`config.mk`:
```
export PLATFORM = sky130hd
export DESIGN_NAME = pileup_genotype_lrt_caller
export DESIGN_NICKNAME = d
export VERILOG_FILES = /design/src/rtl/plrt_pkg.sv /design/src/rtl/plrt_front.sv /design/src/rtl/plrt_queue.sv /design/src/rtl/plrt_back.sv /design/src/rtl/pileup_genotype_lrt_caller.sv
export SDC_FILE = /design/constraint.sdc
export NUM_CORES = 2
export LEC_CHECK = 0
export ABC_AREA = 1
export BUFFER_PORTS_ARGS = -buffer_cell sky130_fd_sc_hd__buf_2
export CORE_MARGIN = 4
export CORE_UTILIZATION = 70
export DETAILED_ROUTE_END_ITERATION = 12
export PLACE_DENSITY = 0.93
export SETUP_SLACK_MARGIN = 0.15
export SYNTH_ARGS = -nofsm -noshare
export SYNTH_HDL_FRONTEND = slang
export SYNTH_SLANG_ARGS = --single-unit
```
`constraint.sdc`:
```
create_clock -name clock -period 14.75 [get_ports clock]
set_input_delay 2.95 -clock clock [delete_from_list [all_inputs] [get_ports clock]]
set_output_delay 2.95 -clock clock [all_outputs]
set_load 0.01 [all_outputs]
```
`src/rtl/plrt_pkg.sv`:
```
// plrt_pkg: shared types, constants and lookup functions for the pileup
// genotype caller. No dependencies; every rtl file refers to it by scoped name.
`default_nettype none

package plrt_pkg;

   // sizing defaults
   localparam int MAX_DEPTH_DEF   = 1023;
   localparam int QUEUE_DEPTH_DEF = 2;
   localparam int NUM_GENOTYPES   = 10;
   localparam int NUM_HOMO        = 4;
   localparam int GI_W            = $clog2(NUM_GENOTYPES);
   localparam int CNT_W           = $clog2(NUM_GENOTYPES + 1);

   // config register indexes
   localparam logic [2:0] CSR_MIN_READS     = 3'd0;
   localparam logic [2:0] CSR_CHI_THRESHOLD = 3'd1;
   localparam logic [2:0] CSR_HAPLO_ENABLE  = 3'd2;
   localparam logic [2:0] CSR_LOG_MATCH     = 3'd3;
   localparam logic [2:0] CSR_LOG_MISMATCH  = 3'd4;
   localparam logic [2:0] CSR_LOG_HET_MATCH = 3'd5;

   // config reset values
   localparam logic [9:0]         MIN_READS_RST     = 10'd6;
   localparam logic [30:0]        CHI_THRESHOLD_RST = 31'd251658;
   localparam logic               HAPLO_ENABLE_RST  = 1'b1;
   localparam logic signed [31:0] LOG_MATCH_RST     = -32'sd493;
   localparam logic signed [31:0] LOG_MISMATCH_RST  = -32'sd392656;
   localparam logic signed [31:0] LOG_HET_MATCH_RST = -32'sd91510;

   // call kinds
   localparam logic [1:0] CALL_NONE    = 2'd0;
   localparam logic [1:0] CALL_GENO    = 2'd1;
   localparam logic [1:0] CALL_HAPLO   = 2'd2;
   localparam logic [1:0] CALL_INVALID = 2'd3;

   // allele codes
   localparam logic [1:0] BASE_A   = 2'd0;
   localparam logic [1:0] BASE_C   = 2'd1;
   localparam logic [1:0] BASE_G   = 2'd2;
   localparam logic [1:0] BASE_T   = 2'd3;
   localparam logic [2:0] ALLELE_N = 3'd4;

   // lower-case ascii of the four bases
   localparam logic [7:0] CHAR_A = 8'h61;
   localparam logic [7:0] CHAR_C = 8'h63;
   localparam logic [7:0] CHAR_G = 8'h67;
   localparam logic [7:0] CHAR_T = 8'h74;
   localparam logic [7:0] CASE_BIT = 8'h20;

   // configuration as seen by the scoring side
   typedef struct packed {
      logic [9:0]         min_reads;
      logic [30:0]        chi_threshold;
      logic               haplo_enable;
      logic signed [31:0] log_match;
      logic signed [31:0] log_mismatch;
      logic signed [31:0] log_het_match;
   } cfg_type;

   // first allele of each genotype, order AA AC AG AT CC CG CT GG GT TT
   function automatic logic [1:0] geno_first(input logic [GI_W-1:0] g);
      logic [1:0] r;
      case (g)
         4'd0, 4'd1, 4'd2, 4'd3: r = BASE_A;
         4'd4, 4'd5, 4'd6:       r = BASE_C;
         4'd7, 4'd8:             r = BASE_G;
         default:                r = BASE_T;
      endcase
      return r;
   endfunction

   // second allele of each genotype
   function automatic logic [1:0] geno_second(input logic [GI_W-1:0] g);
      logic [1:0] r;
      case (g)
         4'd0:             r = BASE_A;
         4'd1, 4'd4:       r = BASE_C;
         4'd2, 4'd5, 4'd7: r = BASE_G;
         default:          r = BASE_T;
      endcase
      return r;
   endfunction

   // genotype index of each homozygous genotype
   function automatic logic [GI_W-1:0] homo_geno(input logic [1:0] b);
      logic [GI_W-1:0] r;
      case (b)
         BASE_A:  r = GI_W'(0);
         BASE_C:  r = GI_W'(4);
         BASE_G:  r = GI_W'(7);
         default: r = GI_W'(9);
      endcase
      return r;
   endfunction

endpackage

`default_nettype wire

```
`src/rtl/plrt_front.sv`:
```
// plrt_front: takes base items, classifies them and keeps the saturating counts.
// Pushes a pileup snapshot on the closing item. Uses plrt_pkg.
`default_nettype none

module plrt_front #(
   parameter int MAX_DEPTH = plrt_pkg::MAX_DEPTH_DEF,
   parameter int CW        = $clog2(MAX_DEPTH + 1),
   parameter int SNAP_W    = 5 * CW + 1
) (
   input  wire logic              clock,
   input  wire logic              reset,
   input  wire logic              accept,
   input  wire logic [7:0]        base_char,
   input  wire logic              no_base,
   input  wire logic              last_of_pileup,
   output logic                   push,
   output logic [SNAP_W-1:0]      snap
);

   typedef struct packed {
      logic          bad;
      logic [CW-1:0] total;
      logic [CW-1:0] n3;
      logic [CW-1:0] n2;
      logic [CW-1:0] n1;
      logic [CW-1:0] n0;
   } snap_type;

   localparam logic [CW-1:0] SAT = CW'(MAX_DEPTH);

   snap_type cur_ff, cur_in, upd;
   logic [7:0] lc;
   logic       is_base;
   logic [1:0] base_idx;

   // case-folded base decode
   always_comb begin
      lc       = base_char | plrt_pkg::CASE_BIT;
      is_base  = 1'b1;
      base_idx = plrt_pkg::BASE_A;
      case (lc)
         plrt_pkg::CHAR_A: base_idx = plrt_pkg::BASE_A;
         plrt_pkg::CHAR_C: base_idx = plrt_pkg::BASE_C;
         plrt_pkg::CHAR_G: base_idx = plrt_pkg::BASE_G;
         plrt_pkg::CHAR_T: base_idx = plrt_pkg::BASE_T;
         default:          is_base  = 1'b0;
      endcase
   end

   // count update, cleared once the pileup is closed
   always_comb begin
      upd = cur_ff;
      if (!no_base) begin
         if (!is_base) begin
            upd.bad = 1'b1;
         end else begin
            if (cur_ff.total < SAT) upd.total = cur_ff.total + CW'(1);
            case (base_idx)
               plrt_pkg::BASE_A: if (cur_ff.n0 < SAT) upd.n0 = cur_ff.n0 + CW'(1);
               plrt_pkg::BASE_C: if (cur_ff.n1 < SAT) upd.n1 = cur_ff.n1 + CW'(1);
               plrt_pkg::BASE_G: if (cur_ff.n2 < SAT) upd.n2 = cur_ff.n2 + CW'(1);
               default:          if (cur_ff.n3 < SAT) upd.n3 = cur_ff.n3 + CW'(1);
            endcase
         end
      end
      cur_in = cur_ff;
      if (accept) cur_in = last_of_pileup ? '0 : upd;
   end

   assign push = accept && last_of_pileup;
   assign snap = SNAP_W'(upd);

   always_ff @(posedge clock) begin
      if (reset) begin
         cur_ff <= '0;
      end else begin
         cur_ff <= cur_in;
      end
   end

endmodule

`default_nettype wire

```
`src/rtl/plrt_queue.sv`:
```
// plrt_queue: short snapshot queue between the counting and the scoring side.
// Standalone, uses plrt_pkg for its default depth.
`default_nettype none

module plrt_queue #(
   parameter int DEPTH  = plrt_pkg::QUEUE_DEPTH_DEF,
   parameter int DATA_W = 8
) (
   input  wire logic              clock,
   input  wire logic              reset,
   input  wire logic              push,
   input  wire logic [DATA_W-1:0] push_data,
   input  wire logic              pop,
   output logic [DATA_W-1:0]      head,
   output logic                   full,
   output logic                   empty
);

   localparam int PW = (DEPTH > 1) ? $clog2(DEPTH) : 1;
   localparam int FW = $clog2(DEPTH + 1);

   logic [DATA_W-1:0] entry_ff [DEPTH];
   logic [PW-1:0]     wr_ptr_ff, wr_ptr_in, rd_ptr_ff, rd_ptr_in;
   logic [FW-1:0]     fill_ff, fill_in;

   assign full  = (fill_ff == FW'(DEPTH));
   assign empty = (fill_ff == FW'(0));
   assign head  = entry_ff[rd_ptr_ff];

   // pointer wrap and fill tracking
   always_comb begin
      wr_ptr_in = wr_ptr_ff;
      rd_ptr_in = rd_ptr_ff;
      fill_in   = fill_ff;
      if (push) wr_ptr_in = (wr_ptr_ff == PW'(DEPTH - 1)) ? PW'(0) : wr_ptr_ff + PW'(1);
      if (pop)  rd_ptr_in = (rd_ptr_ff == PW'(DEPTH - 1)) ? PW'(0) : rd_ptr_ff + PW'(1);
      if (push && !pop)      fill_in = fill_ff + FW'(1);
      else if (pop && !push) fill_in = fill_ff - FW'(1);
   end

   always_ff @(posedge clock) begin
      if (reset) begin
         wr_ptr_ff <= '0;
         rd_ptr_ff <= '0;
         fill_ff   <= '0;
      end else begin
         wr_ptr_ff <= wr_ptr_in;
         rd_ptr_ff <= rd_ptr_in;
         fill_ff   <= fill_in;
      end
   end

   // storage
   always_ff @(posedge clock) begin
      if (push) entry_ff[wr_ptr_ff] <= push_data;
   end

endmodule

`default_nettype wire

```
`src/rtl/plrt_back.sv`:
```
// plrt_back: scoring sequencer. Scores ten genotypes with one shared multiplier,
// finds best and runner-up, applies the ratio test, emits the result. Uses plrt_pkg.
`default_nettype none

module plrt_back #(
   parameter int MAX_DEPTH = plrt_pkg::MAX_DEPTH_DEF,
   parameter int CW        = $clog2(MAX_DEPTH + 1),
   parameter int SNAP_W    = 5 * CW + 1
) (
   input  wire logic              clock,
   input  wire logic              reset,
   input  wire plrt_pkg::cfg_type cfg,
   input  wire logic [SNAP_W-1:0] head,
   input  wire logic              empty,
   output logic                   pop,
   output logic                   rsp_valid,
   output logic [1:0]             rsp_call_kind,
   output logic [2:0]             rsp_first_allele,
   output logic [2:0]             rsp_second_allele,
   output logic [9:0]             rsp_read_count
);

   typedef struct packed {
      logic          bad;
      logic [CW-1:0] total;
      logic [CW-1:0] n3;
      logic [CW-1:0] n2;
      logic [CW-1:0] n1;
      logic [CW-1:0] n0;
   } snap_type;

   localparam int AW = CW + 2;        // sum of up to four counts
   localparam int SW = AW + 35;       // score width
   localparam int NG = plrt_pkg::NUM_GENOTYPES;
   localparam int GW = plrt_pkg::GI_W;
   localparam int KW = plrt_pkg::CNT_W;
   localparam int TW = CW + 10;       // compare width against 10-bit fields

   localparam logic [2:0] ST_IDLE  = 3'd0;
   localparam logic [2:0] ST_LOAD  = 3'd1;
   localparam logic [2:0] ST_SCORE = 3'd2;
   localparam logic [2:0] ST_PICK  = 3'd3;
   localparam logic [2:0] ST_EVAL  = 3'd4;

   localparam logic signed [SW-1:0] SCORE_MIN = {1'b1, {(SW-1){1'b0}}};

   snap_type              snap_ff, snap_in, hd;
   logic [AW-1:0]         t_ff, t_in;
   logic [2:0]            state_ff, state_in;
   logic [KW-1:0]         cnt_ff, cnt_in;
   logic                  hmode_ff, hmode_in;
   logic signed [SW-1:0]  tm_ff, tm_in;
   logic signed [32:0]    dhom_ff, dhom_in, dhet_ff, dhet_in;
   logic signed [SW-1:0]  prod_ff, prod_in;
   logic signed [SW-1:0]  sc_ff [NG];
   logic                  sc_we;
   logic [GW-1:0]         sc_widx;
   logic signed [SW-1:0]  best_ff, best_in, second_ff, second_in;
   logic [GW-1:0]         bidx_ff, bidx_in;
   logic                  rsp_valid_ff, rsp_valid_in;
   logic [1:0]            kind_ff, kind_in;
   logic [2:0]            a1_ff, a1_in, a2_ff, a2_in;
   logic [9:0]            rc_ff, rc_in;

   logic [GW-1:0]         g;
   logic [1:0]            fa, sa;
   logic [AW-1:0]         nf, ns, a_sel;
   logic signed [32:0]    d_sel;
   logic signed [AW+33:0] mult;
   logic signed [AW+32:0] tmult;
   logic [GW-1:0]         ridx;
   logic signed [SW-1:0]  s;
   logic [SW-1:0]         gap;
   logic                  sig, geno_try, haplo_try, last_pick;
   logic [TW-1:0]         tot_ext;

   function automatic logic [AW-1:0] count_of(input logic [1:0] b, input snap_type p);
      logic [AW-1:0] r;
      case (b)
         plrt_pkg::BASE_A: r = AW'(p.n0);
         plrt_pkg::BASE_C: r = AW'(p.n1);
         plrt_pkg::BASE_G: r = AW'(p.n2);
         default:          r = AW'(p.n3);
      endcase
      return r;
   endfunction

   assign hd = snap_type'(head);

   // decision inputs from the held snapshot
   always_comb begin
      tot_ext   = TW'(snap_ff.total);
      geno_try  = tot_ext >= TW'(cfg.min_reads);
      haplo_try = cfg.haplo_enable && (geno_try || tot_ext > TW'(1));
   end

   // genotype operand select and the shared multiplier
   always_comb begin
      g     = cnt_ff[GW-1:0];
      fa    = plrt_pkg::geno_first(g);
      sa    = plrt_pkg::geno_second(g);
      nf    = count_of(fa, snap_ff);
      ns    = count_of(sa, snap_ff);
      a_sel = (fa == sa) ? nf : nf + ns;
      d_sel = (fa == sa) ? dhom_ff : dhet_ff;
      mult  = $signed({1'b0, a_sel}) * d_sel;
      tmult = $signed({1'b0, t_ff}) * cfg.log_mismatch;
   end

   // score read for the top-two search
   always_comb begin
      ridx = hmode_ff ? plrt_pkg::homo_geno(cnt_ff[1:0]) : cnt_ff[GW-1:0];
      s    = sc_ff[ridx];
      gap  = best_ff - second_ff;
      sig  = {gap, 1'b0} >= (SW+1)'(cfg.chi_threshold);
      last_pick = hmode_ff ? (cnt_ff == KW'(plrt_pkg::NUM_HOMO - 1))
                           : (cnt_ff == KW'(NG - 1));
   end

   // sequencer
   always_comb begin
      snap_in      = snap_ff;
      t_in         = t_ff;
      state_in     = state_ff;
      cnt_in       = cnt_ff;
      hmode_in     = hmode_ff;
      tm_in        = tm_ff;
      dhom_in      = dhom_ff;
      dhet_in      = dhet_ff;
      prod_in      = prod_ff;
      best_in      = best_ff;
      second_in    = second_ff;
      bidx_in      = bidx_ff;
      rsp_valid_in = 1'b0;
      kind_in      = kind_ff;
      a1_in        = a1_ff;
      a2_in        = a2_ff;
      rc_in        = rc_ff;
      pop          = 1'b0;
      sc_we        = 1'b0;
      sc_widx      = GW'(cnt_ff - KW'(1));

      case (state_ff)
         ST_IDLE: begin
            if (!empty) begin
               pop      = 1'b1;
               snap_in  = hd;
               t_in     = AW'(hd.n0) + AW'(hd.n1) + AW'(hd.n2) + AW'(hd.n3);
               state_in = ST_LOAD;
            end
         end
         ST_LOAD: begin
            tm_in   = SW'(tmult);
            dhom_in = 33'(cfg.log_match) - 33'(cfg.log_mismatch);
            dhet_in = 33'(cfg.log_het_match) - 33'(cfg.log_mismatch);
            cnt_in  = '0;
            rc_in   = (tot_ext > TW'(1023)) ? 10'd1023 : tot_ext[9:0];
            if (snap_ff.bad) begin
               rsp_valid_in = 1'b1;
               kind_in      = plrt_pkg::CALL_INVALID;
               a1_in        = plrt_pkg::ALLELE_N;
               a2_in        = plrt_pkg::ALLELE_N;
               state_in     = ST_IDLE;
            end else begin
               state_in = ST_SCORE;
            end
         end
         ST_SCORE: begin
            // product for genotype cnt, sum for genotype cnt-1
            if (cnt_ff != KW'(NG)) prod_in = SW'(mult);
            if (cnt_ff != KW'(0)) sc_we = 1'b1;
            cnt_in = cnt_ff + KW'(1);
            if (cnt_ff == KW'(NG)) begin
               cnt_in = '0;
               if (geno_try) begin
                  hmode_in = 1'b0;
                  state_in = ST_PICK;
               end else if (haplo_try) begin
                  hmode_in = 1'b1;
                  state_in = ST_PICK;
               end else begin
                  rsp_valid_in = 1'b1;
                  kind_in      = plrt_pkg::CALL_NONE;
                  a1_in        = plrt_pkg::ALLELE_N;
                  a2_in        = plrt_pkg::ALLELE_N;
                  state_in     = ST_IDLE;
               end
            end
         end
         ST_PICK: begin
            // running best and second-best, ties go to the earlier entry
            if (cnt_ff == KW'(0)) begin
               best_in   = s;
               second_in = SCORE_MIN;
               bidx_in   = '0;
            end else if (s > best_ff) begin
               second_in = best_ff;
               best_in   = s;
               bidx_in   = cnt_ff[GW-1:0];
            end else if (s > second_ff) begin
               second_in = s;
            end
            cnt_in = cnt_ff + KW'(1);
            if (last_pick) state_in = ST_EVAL;
         end
         ST_EVAL: begin
            cnt_in   = '0;
            state_in = ST_IDLE;
            if (sig) begin
               rsp_valid_in = 1'b1;
               if (hmode_ff) begin
                  kind_in = plrt_pkg::CALL_HAPLO;
                  a1_in   = {1'b0, bidx_ff[1:0]};
                  a2_in   = plrt_pkg::ALLELE_N;
               end else begin
                  kind_in = plrt_pkg::CALL_GENO;
                  a1_in   = {1'b0, plrt_pkg::geno_first(bidx_ff)};
                  a2_in   = {1'b0, plrt_pkg::geno_second(bidx_ff)};
               end
            end else if (!hmode_ff && haplo_try) begin
               hmode_in = 1'b1;
               state_in = ST_PICK;
            end else begin
               rsp_valid_in = 1'b1;
               kind_in      = plrt_pkg::CALL_NONE;
               a1_in        = plrt_pkg::ALLELE_N;
               a2_in        = plrt_pkg::ALLELE_N;
            end
         end
         default: begin
            state_in = ST_IDLE;
         end
      endcase
   end

   // control registers
   always_ff @(posedge clock) begin
      if (reset) begin
         state_ff     <= ST_IDLE;
         cnt_ff       <= '0;
         hmode_ff     <= 1'b0;
         rsp_valid_ff <= 1'b0;
      end else begin
         state_ff     <= state_in;
         cnt_ff       <= cnt_in;
         hmode_ff     <= hmode_in;
         rsp_valid_ff <= rsp_valid_in;
      end
   end

   // datapath registers
   always_ff @(posedge clock) begin
      snap_ff   <= snap_in;
      t_ff      <= t_in;
      tm_ff     <= tm_in;
      dhom_ff   <= dhom_in;
      dhet_ff   <= dhet_in;
      prod_ff   <= prod_in;
      best_ff   <= best_in;
      second_ff <= second_in;
      bidx_ff   <= bidx_in;
      kind_ff   <= kind_in;
      a1_ff     <= a1_in;
      a2_ff     <= a2_in;
      rc_ff     <= rc_in;
      if (sc_we) sc_ff[sc_widx] <= prod_ff + tm_ff;
   end

   assign rsp_valid         = rsp_valid_ff;
   assign rsp_call_kind     = kind_ff;
   assign rsp_first_allele  = a1_ff;
   assign rsp_second_allele = a2_ff;
   assign rsp_read_count    = rc_ff;

endmodule

`default_nettype wire

```
`src/rtl/pileup_genotype_lrt_caller.sv`:
```
// Top level of the pileup genotype caller: config registers, counting front,
// snapshot queue and scoring back. Uses plrt_pkg, plrt_front, plrt_queue, plrt_back.
//
// Base items are taken one per clock whenever busy is low (start high and busy
// low accepts an item); the closing item of a pileup also hands a count
// snapshot to a queue. The scoring sequencer scores one genotype per cycle and
// searches one score per cycle. A popped snapshot is loaded, all ten genotypes
// are scored, then a diploid search and evaluation, a haploid one alone, the
// haploid one after a failed diploid one, or no test at all. An invalid base
// gives its result straight from the load step. The sequencer takes the
// next snapshot in the cycle its result is shown. The queue holds QUEUE_DEPTH
// closed pileups; busy rises only while it is full. Each result is shown for
// one cycle with rsp_valid and cannot be held off.
`default_nettype none

module pileup_genotype_lrt_caller #(
   parameter int MAX_DEPTH   = plrt_pkg::MAX_DEPTH_DEF,
   parameter int QUEUE_DEPTH = plrt_pkg::QUEUE_DEPTH_DEF
) (
   input  wire logic        clock,
   input  wire logic        reset,
   input  wire logic        start,
   output logic             busy,
   input  wire logic [7:0]  req_base_char,
   input  wire logic        req_no_base,
   input  wire logic        req_last_of_pileup,
   output logic             rsp_valid,
   output logic [1:0]       rsp_call_kind,
   output logic [2:0]       rsp_first_allele,
   output logic [2:0]       rsp_second_allele,
   output logic [9:0]       rsp_read_count,
   input  wire logic        csr_wr_en,
   input  wire logic [2:0]  csr_index,
   input  wire logic [31:0] csr_wr_data
);

   localparam int CW     = $clog2(MAX_DEPTH + 1);
   localparam int SNAP_W = 5 * CW + 1;

   plrt_pkg::cfg_type cfg_ff, cfg_in;
   logic              accept, push, pop, full, empty;
   logic [SNAP_W-1:0] snap, head;

   // config register writes
   always_comb begin
      cfg_in = cfg_ff;
      if (csr_wr_en) begin
         case (csr_index)
            plrt_pkg::CSR_MIN_READS:     cfg_in.min_reads     = csr_wr_data[9:0];
            plrt_pkg::CSR_CHI_THRESHOLD: cfg_in.chi_threshold = csr_wr_data[30:0];
            plrt_pkg::CSR_HAPLO_ENABLE:  cfg_in.haplo_enable  = csr_wr_data[0];
            plrt_pkg::CSR_LOG_MATCH:     cfg_in.log_match     = $signed(csr_wr_data);
            plrt_pkg::CSR_LOG_MISMATCH:  cfg_in.log_mismatch  = $signed(csr_wr_data);
            plrt_pkg::CSR_LOG_HET_MATCH: cfg_in.log_het_match = $signed(csr_wr_data);
            default: ;
         endcase
      end
   end

   always_ff @(posedge clock) begin
      if (reset) begin
         cfg_ff.min_reads     <= plrt_pkg::MIN_READS_RST;
         cfg_ff.chi_threshold <= plrt_pkg::CHI_THRESHOLD_RST;
         cfg_ff.haplo_enable  <= plrt_pkg::HAPLO_ENABLE_RST;
         cfg_ff.log_match     <= plrt_pkg::LOG_MATCH_RST;
         cfg_ff.log_mismatch  <= plrt_pkg::LOG_MISMATCH_RST;
         cfg_ff.log_het_match <= plrt_pkg::LOG_HET_MATCH_RST;
      end else begin
         cfg_ff <= cfg_in;
      end
   end

   // item handshake
   assign busy   = full;
   assign accept = start && !full;

   plrt_front #(
      .MAX_DEPTH (MAX_DEPTH),
      .CW        (CW),
      .SNAP_W    (SNAP_W)
   ) u_front (
      .clock          (clock),
      .reset          (reset),
      .accept         (accept),
      .base_char      (req_base_char),
      .no_base        (req_no_base),
      .last_of_pileup (req_last_of_pileup),
      .push           (push),
      .snap           (snap)
   );

   plrt_queue #(
      .DEPTH  (QUEUE_DEPTH),
      .DATA_W (SNAP_W)
   ) u_queue (
      .clock     (clock),
      .reset     (reset),
      .push      (push),
      .push_data (snap),
      .pop       (pop),
      .head      (head),
      .full      (full),
      .empty     (empty)
   );

   plrt_back #(
      .MAX_DEPTH (MAX_DEPTH),
      .CW        (CW),
      .SNAP_W    (SNAP_W)
   ) u_back (
      .clock             (clock),
      .reset             (reset),
      .cfg               (cfg_ff),
      .head              (head),
      .empty             (empty),
      .pop               (pop),
      .rsp_valid         (rsp_valid),
      .rsp_call_kind     (rsp_call_kind),
      .rsp_first_allele  (rsp_first_allele),
      .rsp_second_allele (rsp_second_allele),
      .rsp_read_count    (rsp_read_count)
   );

endmodule

`default_nettype wire

```
==> results.md <==
- The slowest cell on the critical path is nor2_1.
- The share of the synthesized area in compound gates (AO/OA/AOI/OAI) is between 10% and 20%.
- The cell area after synthesis is ~0.084 mm².
- The setup total negative slack is 0 ns.
- The routed layout has between 60k and 70k vias.
- The number of different library cells used by synthesis comes to 68.
- Clock-pin slew was measured on the worst setup and hold paths at 0.06 ns.
- Summing all non-filler instances in the final layout gives an area of ~0.09 mm².
- The cell that appears most often on the critical path is nand2_1.
- STA classifies the critical path endpoint as a flop.
- The largest fanout on the critical path is 24.
- Headroom to the max-slew limit came out at approximately 7.7%.
- The routed design could run at a clock period as short as approximately 10 ns.
- The worst setup timing slack at the placement stage is 4.82 ns.
- In the final routed layout, each cell accounts on average for about 23 µm.
- The startpoint identified for the worst hold timing path is cfg_ff[89]$_SDFFE_PP1P_.
- The post-place instance area is roughly 0.086 mm².
- The synthesized area divided by synthesized cell count is 8.98 µm².
- The final layout contains routed wiring with a total length of roughly 250000 µm.
- The number of rows in the core area is between 100 and 150.
- The area share of fa/ha/maj cells after synthesis is a little under a quarter.
- After clock tree synthesis, the setup repair step added 0 buffers.
- Of the synthesized area, sequential elements account for about 37%.
- The count of boundary I/O pins is 69.
- The basic-gate share of the synthesized area counting and, or, nand and nor cells is between 10% and 20%.
- The worst hold path belongs to the class flop to flop.
- The die covers 0.125 mm².
- The maximum number of pins on one net before global-route repair is ~120.
- Measured against the total synthesized area, the mux share comes to 0.483%.
- Setup repair after global routing left no endpoint under its margin.
- The clock drives roughly 1.1k sinks.
- STA puts the critical path data required time at around 15 ns.
- The ratio of final minimum period to clock period is 70.4%.
- Using the TritonRoute via totals, the vias-per-cell ratio works out to about 6.3.
- The TritonCTS clock tree is yes.
- The core box area is around 0.12 mm².
- In this run, synthesis inferred 908 flip-flops with an integrated enable.
- The die extent in x is 354 µm.
- The flow ran to the end, and the final reports show no timing, DRC or antenna violations.
- For hold timing, the worst endpoint is cfg_ff[89]$_SDFFE_PP1P_.
- The hold-fix buffer count after cts is 0.
- For this run, global-route usage on met3 was measured as around 11%.
- The number of detailed-route iterations in the first pass is 10.
- The met1 layer usage reported by global route is a little under half.
- The max-cap check violation count is 0.
- The violation count after the first detailed-routing iteration is between 9k and 10k.
- The largest family of logic cells by synthesized area is adder cells.
- The share of synthesized flip-flops with an asynchronous set or reset is 0%.
- The number of pins exceeding their max-slew limit in the final report came to 0.
- The xor and xnor area share after synthesis is under 10%.
- The detailed-placement wirelength estimate is 181000 µm.
- The number of nets handed over by synthesis was approximately 11k.
- The reg-to-reg critical path startpoint is u_back.cnt_ff[1]$_SDFFE_PP0N_.
- The global-route track usage on met2 is 64.6%.
- The post-synthesis cell count is 9343.
- The longest clock path from root to sink contains 3 buffers.
- The cell type contributing the most total cell area after synthesis is edfxtp_1.
- The total global routing track utilization is approximately 40%.
- The largest single stage delay on the critical path is just under 0.6 ns.
- The initial utilization of the core area, before any placement, comes to 70.7%.
- The area share of the leading cell type in the synthesized netlist is between 30% and 40%.
- The first global-routing pass estimated around 390000 µm of wire.
- The via count of the first global-routing pass came to between 70k and 80k.
- Derived from the worst setup path, the maximum achievable clock frequency is a little under 100 MHz.
- The actual transition at the worst max-transition pin is between 1 and 1.5 ns.
- Relative to the synthesized area, the layout overhead comes to 6.69%.
- The cell at the root of the clock tree is clkbuf_16.
- In this run, synthesis produced a sequential element count of around 1.1k.
- The total grt overflow is 0.
- The count of H-tree levels built during CTS is 3.
- The number of antenna violations at the first check in global routing is 4.
- TritonCTS created approximately 110 clock buffers.
- The final RePlAce weighted congestion is about 1.1.
- The worst reg-to-reg setup slack is about 4.4 ns.
- The final number of hold-violating endpoints is 0.
- After detailed routing, the number of remaining DRC violations is 0.
- The capture point of the worst reg-to-reg path is u_back.prod_ff[35]$_DFFE_PP_.
- The layout net count is between 10k and 15k.
- Yosys printed 0 warnings.
- The worst reg2reg path depth is between 40 and 50.
- The fraction of final layout cells with drive strength greater than 1 is 5.38%.
- The clock skew after layout is around 0.07 ns.
- STA classifies the critical path startpoint as a flop.
- The busiest layer in global routing is met2.
- In this run the remaining antenna-violating nets after routing total 0.
- The number of buffers added on ports is 67.
- The setup violation total in the final timing report is 0.
- The vertical extent of the die is 354 µm.
- STA puts the critical path data arrival time at between 10 and 15 ns.
- Yosys attributes the largest share of cell area to edfxtp_1, fa_1, nand2_1.
- In the synthesized netlist the dominant register cell turns out to be edfxtp_1.
- The filler cell count in the final layout is between 7k and 8k.
- Setup slack closes at between 4 and 5 ns.
- Counting instances, the worst hold path has a depth of 2.
- The start-to-end type of the worst setup path is flop to flop.
- The clock latency on the worst-skew pair is approximately 0.76 ns.
- The number of cells upsized or downsized after cts is 0.
[layer usage]
metal,routed length (µm),vias up
met5,78,-
met4,21700,4
met3,31300,1294
met2,115000,5079
met1,83700,32358
li1,-,30054
[flip-flops by register name (all words and copies together) (netlist names), 10 cells and up, named ones only]
name and flops:
u_back.sc_ff 470, u_queue.entry_ff 102, u_back.t_ff 12, u_back.rsp_read_count 10, u_back.snap_ff 51, u_back.second_ff 47
cfg_ff 138, u_back.best_ff 47, u_back.dhom_ff 33, u_back.dhet_ff 33, u_back.tm_ff 45, u_back.prod_ff 46
u_front.cur_ff 51
[cell usage after synthesis, types with 4 or more instances]
cell       count
nand2_1     1867
nand3b_1       8
nand4_1       54
fa_1         669
inv_1       1862
o221ai_1      38
nor3b_1        4
o21bai_1      20
clkinv_1       6
o21ai_4       15
o21ai_0      537
or2_2         19
a221oi_1       6
buf_6          5
o31ai_1        9
o21a_1        34
nand3_2        4
o21ai_1       40
buf_1          9
inv_2         28
nor4_1        20
ha_1         531
o2111ai_1     24
edfxtp_1     908
a21o_1         9
a31oi_1       78
xnor2_1      100
o211ai_1     113
a21oi_2        5
mux2_2        36
dfxtp_1      207
nor3_1        72
clkbuf_1     237
a21oi_1      622
o21ai_2       21
a21boi_0       9
a21boi_1       6
nand3_1      220
xor2_1       177
a211oi_1      72
nor2_1       541
and2_1         6
buf_2         58
[kinds of logic (layout without fill, tap and decap cells)]
family	count (synthesis)	count (layout)
AO/OA/AOI/OAI	1670	1670
AND/OR/NAND/NOR	2835	2835
multiplexers	36	36
flip-flops	1115	1115
other	0	4
buffers and inverters	2210	2249
adder cells (fa/ha/maj)	1200	1200
XOR/XNOR	277	277
[worst max-delay path, delay by kind of cell, from the launching register on]
kind / cells / cell delay (ns)
fa+ha+maj: 8 / 3.33
compound gates: 14 / 2.62
buf+inv: 6 / 1.19
xor+xnor: 2 / 0.22
simple gates: 15 / 2.18
flops: 1 / 0.51
[metrics by stage]
stage               instances  hold slack [ns]  util, %
floorplan                9343            0.426        -
global placement        10772            0.430     72.3
detailed placement      10772            0.450     72.3
CTS                     10980            0.465     75.5
global route            10982            0.486     75.5
finish                  10986            0.463     75.5
[layout make-up]
type | count | area (µm²) | area share (%)
antenna | 4 | 10.0 | 0.0112
clock buffer | 152 | 3130 | 3.50
clock inverter | 56 | 649 | 0.726
inverter | 1897 | 7130 | 7.96
multi-input combinational | 6018 | 44200 | 49.4
sequential | 1115 | 31400 | 35.1
tap | 1600 | 2000 | 2.24
timing repair buffer | 144 | 913 | 1.02
[placed cells by master, fill, tap and decap left out, types with 112 or more instances in the layout]
cell and n:
a21oi_1 620, clkbuf_16 112, dfxtp_1 206, edfxtp_1 908, fa_1 669, ha_1 531, inv_1 1861, nand2_1 1865
nand3_1 220, nor2_1 526, o211ai_1 113, o21ai_0 531, xor2_1 177
[worst max-delay path by stage]
stage | startpoint | endpoint | slack (ns)
finish | u_back.cnt_ff[1]$_SDFFE_PP0N_ | u_back.prod_ff[35]$_DFFE_PP_ | 4.36
global route | u_back.cnt_ff[1]$_SDFFE_PP0N_ | u_back.prod_ff[35]$_DFFE_PP_ | 3.86
CTS | u_back.cnt_ff[1]$_SDFFE_PP0N_ | u_back.prod_ff[35]$_DFFE_PP_ | 4.64
detailed placement | u_back.cnt_ff[1]$_SDFFE_PP0N_ | u_back.prod_ff[35]$_DFFE_PP_ | 4.82
global placement | u_back.cnt_ff[1]$_SDFFE_PP0N_ | u_back.prod_ff[35]$_DFFE_PP_ | 5.06
floorplan | u_back.cnt_ff[0]$_SDFFE_PP0N_ | u_back.prod_ff[45]$_DFFE_PP_ | 6.22
Power is left out: the tool's default activity adds up to more than one toggle a clock period on the data nets, which glitch-free logic cannot reach.
